--- config.mk ---
export PLATFORM = sky130hd
export DESIGN_NAME = start_stop_frame_deframer_top_flat
export DESIGN_NICKNAME = d
export VERILOG_FILES = /design/src/rtl/ssfd_pkg.sv /design/src/rtl/ssfd_if.sv /design/src/rtl/start_stop_frame_deframer_top.sv /design/src/rtl/ssfd_framer.sv /design/src/flat_wrapper.sv
export VERILOG_INCLUDE_DIRS = /design/src /design/src/rtl
export SDC_FILE = /design/constraint.sdc
export NUM_CORES = 1
export LEC_CHECK = 0
export ABC_CLOCK_PERIOD_IN_PS = 8800
export CAP_MARGIN = 10
export CORE_MARGIN = 2
export CORE_UTILIZATION = 50
export DETAILED_ROUTE_END_ITERATION = 8
export DONT_BUFFER_PORTS = 1
export GPL_TIMING_DRIVEN = 0
export PLACE_DENSITY = 0.65
export SYNTH_ARGS = -nofsm -noshare
export SYNTH_HDL_FRONTEND = slang
export SYNTH_HIERARCHICAL = 1
export SYNTH_SLANG_ARGS = --single-unit
--- constraint.sdc ---
create_clock -name clk -period 8.8 [get_ports clk]
set_clock_uncertainty 0.1 [all_clocks]
set_input_delay 1.32 -clock clk [delete_from_list [all_inputs] [get_ports clk]]
set_output_delay 1.32 -clock clk [all_outputs]
set_load 0.005 [all_outputs]
--- src/rtl/assert_macros.svh ---
// Assertion macros shared by the deframer RTL.
// Included by files that carry concurrent checks; no other dependencies.
`ifndef ASSERT_MACROS_SVH
`define ASSERT_MACROS_SVH

// Antecedent holds in a cycle -> consequent holds in the same cycle.
`define SSFD_ASSERT_SAME(lbl, clk, rst, ante, cons) \
  lbl: assert property (@(posedge clk) disable iff (rst) (ante) |-> (cons)) \
    else $error("deframer check failed");

// Antecedent holds in a cycle -> consequent holds in the next cycle.
`define SSFD_ASSERT_NEXT(lbl, clk, rst, ante, cons) \
  lbl: assert property (@(posedge clk) disable iff (rst) (ante) |=> (cons)) \
    else $error("deframer check failed");

`endif

--- src/rtl/ssfd_pkg.sv ---
// Shared types and constants for the start/stop frame deframer.
// No dependencies; used by the interfaces, the framer and the top level.
`timescale 1ns / 1ps
`default_nettype none

package ssfd_pkg;

  localparam int unsigned BYTE_W      = 8;
  localparam int unsigned PAYLOAD_LEN = 5;
  localparam int unsigned CFG_IDX_W   = 2;

  typedef logic [BYTE_W-1:0]    byte_t;
  typedef logic [CFG_IDX_W-1:0] cfg_idx_t;
  typedef byte_t [PAYLOAD_LEN-1:0] payload_t;

  // Register indexes on the configuration channel
  localparam cfg_idx_t REG_START_VALUE = 2'd0;
  localparam cfg_idx_t REG_STOP_VALUE  = 2'd1;

  localparam byte_t START_VALUE_RST = 8'hFF;
  localparam byte_t STOP_VALUE_RST  = 8'hFE;

  typedef enum logic [2:0] {
    PH_IDLE = 3'd0,
    PH_P1   = 3'd1,
    PH_P2   = 3'd2,
    PH_P3   = 3'd3,
    PH_P4   = 3'd4,
    PH_P5   = 3'd5,
    PH_STOP = 3'd6
  } phase_t;

endpackage

`default_nettype wire

--- src/rtl/ssfd_if.sv ---
// Channel interfaces of the deframer: received bytes, frames and config writes.
// Depends on ssfd_pkg.
`timescale 1ns / 1ps
`default_nettype none

interface ssfd_byte_if;
  import ssfd_pkg::*;
  logic  valid;
  logic  ready;
  byte_t rx_byte;
  modport source (output valid, output rx_byte, input ready);
  modport sink   (input valid, input rx_byte, output ready);
endinterface

interface ssfd_frame_if;
  import ssfd_pkg::*;
  logic  valid;
  logic  ready;
  byte_t payload_first;
  byte_t payload_second;
  byte_t payload_third;
  byte_t payload_fourth;
  byte_t payload_fifth;
  modport source (output valid, output payload_first, output payload_second,
                  output payload_third, output payload_fourth,
                  output payload_fifth, input ready);
  modport sink   (input valid, input payload_first, input payload_second,
                  input payload_third, input payload_fourth,
                  input payload_fifth, output ready);
endinterface

interface ssfd_cfg_if;
  import ssfd_pkg::*;
  logic     valid;
  logic     ready;
  cfg_idx_t index;
  byte_t    data;
  modport source (output valid, output index, output data, input ready);
  modport sink   (input valid, input index, input data, output ready);
endinterface

`default_nettype wire

--- src/rtl/start_stop_frame_deframer_top.sv ---
// Top level of the start/stop frame deframer: byte input register, framer,
// frame output register and configuration registers. Depends on ssfd_pkg,
// ssfd_if, ssfd_framer and assert_macros.svh.
//
// Usage:
//   rx    - received bytes, one per transfer (valid/ready).
//   frame - one transfer per good frame: start byte, five payload bytes and
//           a stop byte that matches stop_value; carries the five payload bytes.
//   cfg   - register writes: index 0 start_value, index 1 stop_value;
//           other indexes are ignored. Always ready. Write only while idle.
// A byte equal to start_value restarts the frame at any point; a wrong stop
// byte drops the frame without any output.
// A frame enters the output register as its stop byte leaves the input register.
// Throughput: one byte per cycle while frame does not stall; the input and output
// registers hold one item each, so a byte is taken while a finished frame waits.
// When frame stalls, the input register holds its byte and rx stops taking
// bytes once that register is full.
// Reset (rst, synchronous): registers go to 255 and 254, the framer waits for
// a start byte, both pipeline registers empty.
`timescale 1ns / 1ps
`default_nettype none
`include "assert_macros.svh"

module start_stop_frame_deframer_top (
  input  wire logic   clk,
  input  wire logic   rst,
  ssfd_byte_if.sink   rx,
  ssfd_frame_if.source frame,
  ssfd_cfg_if.sink    cfg
);
  import ssfd_pkg::*;

  byte_t    start_value;
  byte_t    stop_value;
  logic     in_valid;
  byte_t    in_byte;
  logic     advance;
  logic     step;
  logic     frame_done;
  payload_t payload;
  logic     out_valid;
  payload_t out_payload;

  // Configuration registers
  assign cfg.ready = 1'b1;

  always_ff @(posedge clk) begin
    if (rst) begin
      start_value <= START_VALUE_RST;
      stop_value  <= STOP_VALUE_RST;
    end else if (cfg.valid) begin
      case (cfg.index)
        REG_START_VALUE: start_value <= cfg.data;
        REG_STOP_VALUE:  stop_value  <= cfg.data;
        default: ;
      endcase
    end
  end

  // Stage moves when the output register is free or being emptied
  assign advance  = !out_valid || frame.ready;
  assign step     = in_valid && advance;
  assign rx.ready = !in_valid || advance;

  always_ff @(posedge clk) begin
    if (rst) begin
      in_valid <= 1'b0;
    end else if (rx.ready) begin
      in_valid <= rx.valid;
    end
  end

  always_ff @(posedge clk) begin
    if (rx.valid && rx.ready) begin
      in_byte <= rx.rx_byte;
    end
  end

  ssfd_framer u_framer (
    .clk         (clk),
    .rst         (rst),
    .step        (step),
    .rx_byte     (in_byte),
    .start_value (start_value),
    .stop_value  (stop_value),
    .frame_done  (frame_done),
    .payload     (payload)
  );

  always_ff @(posedge clk) begin
    if (rst) begin
      out_valid <= 1'b0;
    end else if (advance) begin
      out_valid <= frame_done;
    end
  end

  always_ff @(posedge clk) begin
    if (frame_done) begin
      out_payload <= payload;
    end
  end

  assign frame.valid          = out_valid;
  assign frame.payload_first  = out_payload[0];
  assign frame.payload_second = out_payload[1];
  assign frame.payload_third  = out_payload[2];
  assign frame.payload_fourth = out_payload[3];
  assign frame.payload_fifth  = out_payload[4];

  `SSFD_ASSERT_NEXT(a_rx_lands, clk, rst, rx.valid && rx.ready, in_valid)
  `SSFD_ASSERT_NEXT(a_hold_byte, clk, rst, in_valid && !advance, in_valid && $stable(in_byte))
  `SSFD_ASSERT_NEXT(a_frame_out, clk, rst, frame_done, out_valid && $stable(start_value))
  `SSFD_ASSERT_SAME(a_done_step, clk, rst, frame_done, step)

endmodule

`default_nettype wire

--- src/rtl/ssfd_framer.sv ---
// Frame phase tracker and payload collector of the deframer.
// Depends on ssfd_pkg; instantiated by start_stop_frame_deframer_top.
`timescale 1ns / 1ps
`default_nettype none

module ssfd_framer (
  input  wire logic           clk,
  input  wire logic           rst,
  input  wire logic           step,
  input  wire ssfd_pkg::byte_t    rx_byte,
  input  wire ssfd_pkg::byte_t    start_value,
  input  wire ssfd_pkg::byte_t    stop_value,
  output logic                frame_done,
  output ssfd_pkg::payload_t  payload
);
  import ssfd_pkg::*;

  phase_t   phase;
  phase_t   phase_next;
  payload_t partial;
  logic     is_start;

  assign is_start = (rx_byte == start_value);

  // Next phase
  always_comb begin
    case (phase)
      PH_P1:   phase_next = PH_P2;
      PH_P2:   phase_next = PH_P3;
      PH_P3:   phase_next = PH_P4;
      PH_P4:   phase_next = PH_P5;
      PH_P5:   phase_next = PH_STOP;
      default: phase_next = PH_IDLE;
    endcase
    // A start byte restarts collection from any phase
    if (is_start) begin
      phase_next = PH_P1;
    end
  end

  // Outputs
  always_comb begin
    frame_done = 1'b0;
    case (phase)
      PH_STOP: frame_done = step && (rx_byte == stop_value);
      default: frame_done = 1'b0;
    endcase
  end

  always_ff @(posedge clk) begin
    if (rst) begin
      phase <= PH_IDLE;
    end else if (step) begin
      phase <= phase_next;
    end
  end

  // Payload slots need no reset: a frame is emitted only after all five are written
  always_ff @(posedge clk) begin
    if (step) begin
      case (phase)
        PH_P1:   partial[0] <= rx_byte;
        PH_P2:   partial[1] <= rx_byte;
        PH_P3:   partial[2] <= rx_byte;
        PH_P4:   partial[3] <= rx_byte;
        PH_P5:   partial[4] <= rx_byte;
        default: ;
      endcase
    end
  end

  assign payload = partial;

endmodule

`default_nettype wire
--- src/flat_wrapper.sv ---
// flat-port wrapper written by rule: the top's interface ports become plain ports
module start_stop_frame_deframer_top_flat import ssfd_pkg::*;
  (clk, rst, rx_valid, rx_rx_byte, rx_ready, frame_valid, frame_payload_first, frame_payload_second, frame_payload_third, frame_payload_fourth, frame_payload_fifth, frame_ready, cfg_valid, cfg_index, cfg_data, cfg_ready);
  ssfd_byte_if rx_i ();
  ssfd_frame_if frame_i ();
  ssfd_cfg_if cfg_i ();
  input  wire logic clk;
  input  wire logic rst;
  input wire logic [$bits(rx_i.valid)-1:0] rx_valid;
  input wire logic [$bits(rx_i.rx_byte)-1:0] rx_rx_byte;
  output wire logic [$bits(rx_i.ready)-1:0] rx_ready;
  output wire logic [$bits(frame_i.valid)-1:0] frame_valid;
  output wire logic [$bits(frame_i.payload_first)-1:0] frame_payload_first;
  output wire logic [$bits(frame_i.payload_second)-1:0] frame_payload_second;
  output wire logic [$bits(frame_i.payload_third)-1:0] frame_payload_third;
  output wire logic [$bits(frame_i.payload_fourth)-1:0] frame_payload_fourth;
  output wire logic [$bits(frame_i.payload_fifth)-1:0] frame_payload_fifth;
  input wire logic [$bits(frame_i.ready)-1:0] frame_ready;
  input wire logic [$bits(cfg_i.valid)-1:0] cfg_valid;
  input wire logic [$bits(cfg_i.index)-1:0] cfg_index;
  input wire logic [$bits(cfg_i.data)-1:0] cfg_data;
  output wire logic [$bits(cfg_i.ready)-1:0] cfg_ready;
  assign rx_i.valid = rx_valid;
  assign rx_i.rx_byte = rx_rx_byte;
  assign rx_ready = rx_i.ready;
  assign frame_valid = frame_i.valid;
  assign frame_payload_first = frame_i.payload_first;
  assign frame_payload_second = frame_i.payload_second;
  assign frame_payload_third = frame_i.payload_third;
  assign frame_payload_fourth = frame_i.payload_fourth;
  assign frame_payload_fifth = frame_i.payload_fifth;
  assign frame_i.ready = frame_ready;
  assign cfg_i.valid = cfg_valid;
  assign cfg_i.index = cfg_index;
  assign cfg_i.data = cfg_data;
  assign cfg_ready = cfg_i.ready;
  start_stop_frame_deframer_top u_core (.clk(clk), .rst(rst), .rx(rx_i), .frame(frame_i), .cfg(cfg_i));
endmodule
==> results by stage <==
Setup path:
- STA classifies the critical path endpoint as an output pin.
- Traced cell by cell, the critical path runs through nand3b_1.
- The required time at the endpoint of the critical path is 7.38 ns.
- The kind of cell with the highest combined delay along the critical path is simple AND/OR/NAND/NOR gates.
- The worst register-to-register path has a depth of 6.
- Tracing the worst setup path back leads to its startpoint at frame_ready.
- The largest incremental delay on the critical path is 0.19 ns.
- The critical path is of the in2out type.
- Counting both buffers and inverters, the worst setup path holds a total of 0.
- The startpoint of the lowest-slack register-to-register path is u_core/in_byte[3].
- Of all nets on the critical path, the largest fanout is 3.
- The end point of the critical path is rx_ready.
- The highest-delay cell along the critical path is sky130_fd_sc_hd__nand3b_1.
- The signal arrival time at the worst endpoint is ~1.5 ns.
- The reg-to-reg critical path endpoint is u_core/frame.payload_first[4].
- The worst setup path is launched from an input pin.
- In this run the register-to-register setup slack is 6.12 ns.
- The cell count along the critical path is 1.

Drt:
- In this run the remaining antenna-violating nets after routing total 0.
- After the first detailed-routing iteration, the DRC count stood at 88.
- Summed over all layers, the routed wires come to 5811 um.
- After detailed routing, the number of vias per cell comes to ~5.
- The detail-routed net length per standard cell is 17.35 um.
- The overall via count from detail_route is roughly 1700.
- The first detailed-routing pass ran for 4 iterations.
- For this run, design rule violations remaining after detail routing come to 0.

Timing:
- The final setup violation count is 0.
- Counting I/O delays and the setup requirement, the final critical path takes 2.931 ns.
- The hold violation total from the final report is 0.
- The slew at the pin with the worst max-slew slack is 1.147 ns.
- Headroom to the max-slew limit came out at 22.94%.
- On the final layout, the worst hold slack is 0.3122 ns.
- Setup repair after global routing left no endpoint under its margin.
- The number of max-slew violations in the final report is 0.
- The final worst-path cycle share is 33.31%.
- The maximum operating frequency is 0.3412 GHz.
- Adding up every negative setup slack in the final design gives 0 ns.

Outcome:
- The run finished with clean final reports.

Logic synthesis:
- The number of nets handed over by synthesis was 241.
- The warning count from the yosys run is 6.
- Of the synthesized area, sequential elements account for 81.03%.
- The largest total area in the synthesized netlist belongs to sky130_fd_sc_hd__edfxtp_1.
- By area the synthesized netlist is led by sky130_fd_sc_hd__edfxtp_1 70%, sky130_fd_sc_hd__dfxtp_1 11%, sky130_fd_sc_hd__mux2i_1 4.2%, sky130_fd_sc_hd__nor2_1 2.8%, sky130_fd_sc_hd__xnor2_1 2.8%.
- The cell area that synthesis handed to floorplanning was between 3000 and 4000 um^2.
- After synthesis, the largest area contributor takes up between 60 and 70% of total cell area.
- In this run, synthesis produced a sequential element count of ~110.
- After synthesis, the mean cell area works out to 17.42 um^2.
- The post-synthesis instance total is 217.
- Synthesis instantiated 25 different standard cells from the library.

Global routing:
- The global-route congestion overflow total is 0.
- In the global route stage, overall resource usage came out at 15.29%.
- The number of antenna violations at the first check in global routing is 0.
- The via count of the first global-routing pass is 1728.
- The first global-routing pass estimated approximately 9300 um of wire.
- Entering global routing, the biggest net connects 22 pins.

CTS:
- TritonCTS built the clock tree.
- The clock slew seen by the registers of the worst setup and hold paths is 0.12 ns.
- The number of clock buffers added by TritonCTS is 9.
- The post-cts gate resize count is 0.
- In this run the post-CTS setup repair buffer count came out at 0.
- In this run the number of H-tree levels came out at 3.
- For this design, the sink count on the clock tree is roughly 110.
- The maximum number of buffers from clock root to sink is 2.
- The tree is rooted in a sky130_fd_sc_hd__clkbuf_8.
- At the later pin of the worst-skew pair, clock insertion delay measures 0.38 ns.
- Hold repair after CTS inserted 0 buffers.

Pwr:
- The analysis attributes to net switching a power of between 0.2 and 0.25 mW.
- In this run the static leakage power is 1.374 nW.
- The relative contribution of combinational cells to total power is under 10%.
- IR analysis of the VDD net gives a maximum drop of 0.1141 mV.
- In this run the power density over the cells is 213.3 nW/um^2.
- The internal power of the cells totals slightly below 0.7 mW.
- The clock group share of total power is between 30% and 40%.
- Sequential cells account for 64.3% of the total power.
- In this run switching power makes up 22.77% of total power.

Placement:
- In this run, placement finished with an instance count of between 300 and 400.
- The HPWL after detailed placement is 3975 um.
- The instance area after placement is 3950 um^2.
- Routability-driven placement finished with a final weighted congestion of 0.7117.
- The count of input and output buffers is 0.

Floorplan:
- The row count is 31.
- The floorplan step set the die width to around 91 um.
- The I/O pin count is 66.
- The area of the die is 8271 um^2.
- The initial core utilization is 51.84%.
- The floorplan step defined a core boundary enclosing 7292 um^2.
- The die is 90.95 um tall.

Cells and area:
- Once layout is done, the placed cells without fillers occupy 4148 um^2.
- Cells fill 56.88% of the core in the end.
- The total inserted antenna cells is 0.
- For this run, the post-layout net count is 255.
- The fraction of layout cells with a size suffix above 1 is 11.44%.
- Relative to the synthesized area, the layout overhead comes to 9.732%.
- Leaving out filler cells and counting taps, the final layout contains 335.

Flow run:
- The max-capacitance violation count is 0.

Hold path:
- The path class of the tightest hold or removal check is reg2reg.
- The startpoint of the most critical hold path is u_core/u_framer/payload[17].
[cell usage in the layout, fill, tap and decap left out, types with 2 or more instances in the layout]
cell and count:
sky130_fd_sc_hd__inv_8 2, sky130_fd_sc_hd__xnor2_1 12, sky130_fd_sc_hd__nand2_1 4, sky130_fd_sc_hd__dfxtp_1 21
sky130_fd_sc_hd__buf_4 3, sky130_fd_sc_hd__nand3b_1 2, sky130_fd_sc_hd__xor2_1 5, sky130_fd_sc_hd__nand4_1 3
sky130_fd_sc_hd__buf_6 5, sky130_fd_sc_hd__inv_1 5, sky130_fd_sc_hd__nor2_1 28, sky130_fd_sc_hd__nand2b_1 6
sky130_fd_sc_hd__clkinv_4 2, sky130_fd_sc_hd__a21oi_1 6, sky130_fd_sc_hd__inv_6 2, sky130_fd_sc_hd__mux2i_1 16
sky130_fd_sc_hd__and2_1 2, sky130_fd_sc_hd__nor3_1 3, sky130_fd_sc_hd__o221ai_1 2, sky130_fd_sc_hd__edfxtp_1 88
sky130_fd_sc_hd__clkbuf_8 9
[worst min path at each step]
stage | end | cells past startpoint
finish | u_core/frame.payload_third[1] | 0
floorplan | u_core/frame.payload_fifth[0] | 0
detailed placement | u_core/frame.payload_fifth[7] | 0
global route | u_core/frame.payload_first[7] | 0
global placement | u_core/frame.payload_fourth[3] | 0
CTS | u_core/frame.payload_third[1] | 0
[area by class of cell]
class                   count  area [um^2]
fillers                   589         3144
repair buffers              3        37.54
multi-input cells          97        650.6
plain buffers               6        56.30
clock buffers               9        123.9
well taps                  99        123.9
flip-flops and latches    109         3063
inverters                   5        18.77
clock inverters             7        73.82
[cells in the mapped netlist (all sizes together)]
master	number
edfxtp	88
nor2	28
dfxtp	21
mux2i	16
xnor2	12
a21oi	6
buf	6
nand2b	6
inv	5
xor2	5
nand2	4
nand4	3
nor3	3
and2	2
nand3b	2
nor4	2
o221ai	2
conb	1
ha	1
nor3b	1
o21ai	1
or2b	1
or3	1
[power by group through the flow]
stage | Combinational [mW] | Clock [mW] | Sequential, mW
after floorplan | 0.0178 | 0 | 0.578
after global placement | 0.0212 | 0 | 0.581
after detailed placement | 0.0215 | 0 | 0.581
after CTS | 0.0216 | 0.301 | 0.569
after global routing | 0.0236 | 0.327 | 0.570
final | 0.0215 | 0.294 | 0.569
[metrics by stage]
step	worst slack (ns)	power, mW
floorplan	4.217	0.5954
global placement	3.250	0.6019
detailed placement	5.590	0.6025
CTS	5.870	0.8924
global route	5.851	0.9208
finish	5.869	0.8848
[routing by layer]
layer / part of all wire, % / up-vias / GRT usage, %
li1: - / 816 / -
met1: 47 / 815 / 20.55
met2: 46 / 66 / 22.84
met3: 4.4 / 10 / 4.066
met4: 1.8 / 0 / 8.333
met5: 0 / - / 0
[state kept, by name, summed over array words and instances, names as in the netlist, 3 cells and up]
name	cells
u_core/frame.payload_fifth	8
u_core/frame.payload_first	8
u_core/frame.payload_fourth	8
u_core/frame.payload_second	8
u_core/frame.payload_third	8
u_core/in_byte	8
u_core/start_value	8
u_core/stop_value	8
u_core/u_framer/payload	40
u_core/u_framer/phase	3
[cell families after synthesis]
family | Yosys count | synth area share (%)
flip-flops | 109 | 81.03
AND/OR/NAND/NOR | 53 | 6.984
XOR/XNOR | 17 | 3.939
multiplexers | 16 | 4.237
buffers and inverters | 11 | 1.986
AO/OA/AOI/OAI | 9 | 1.390
adder cells (fa/ha/maj) | 1 | 0.3310
other | 1 | 0.09921
[worst reg2reg max path, cell delays in order (launching register included)]
cell and delay, ns:
sky130_fd_sc_hd__edfxtp_1 0.53, sky130_fd_sc_hd__xor2_1 0.22, sky130_fd_sc_hd__nor4_1 0.39, sky130_fd_sc_hd__nand4_1 0.22
sky130_fd_sc_hd__nor4_4 0.52, sky130_fd_sc_hd__buf_6 0.25, sky130_fd_sc_hd__buf_6 0.18
Note: power is estimated with default switching activity, not from simulation.
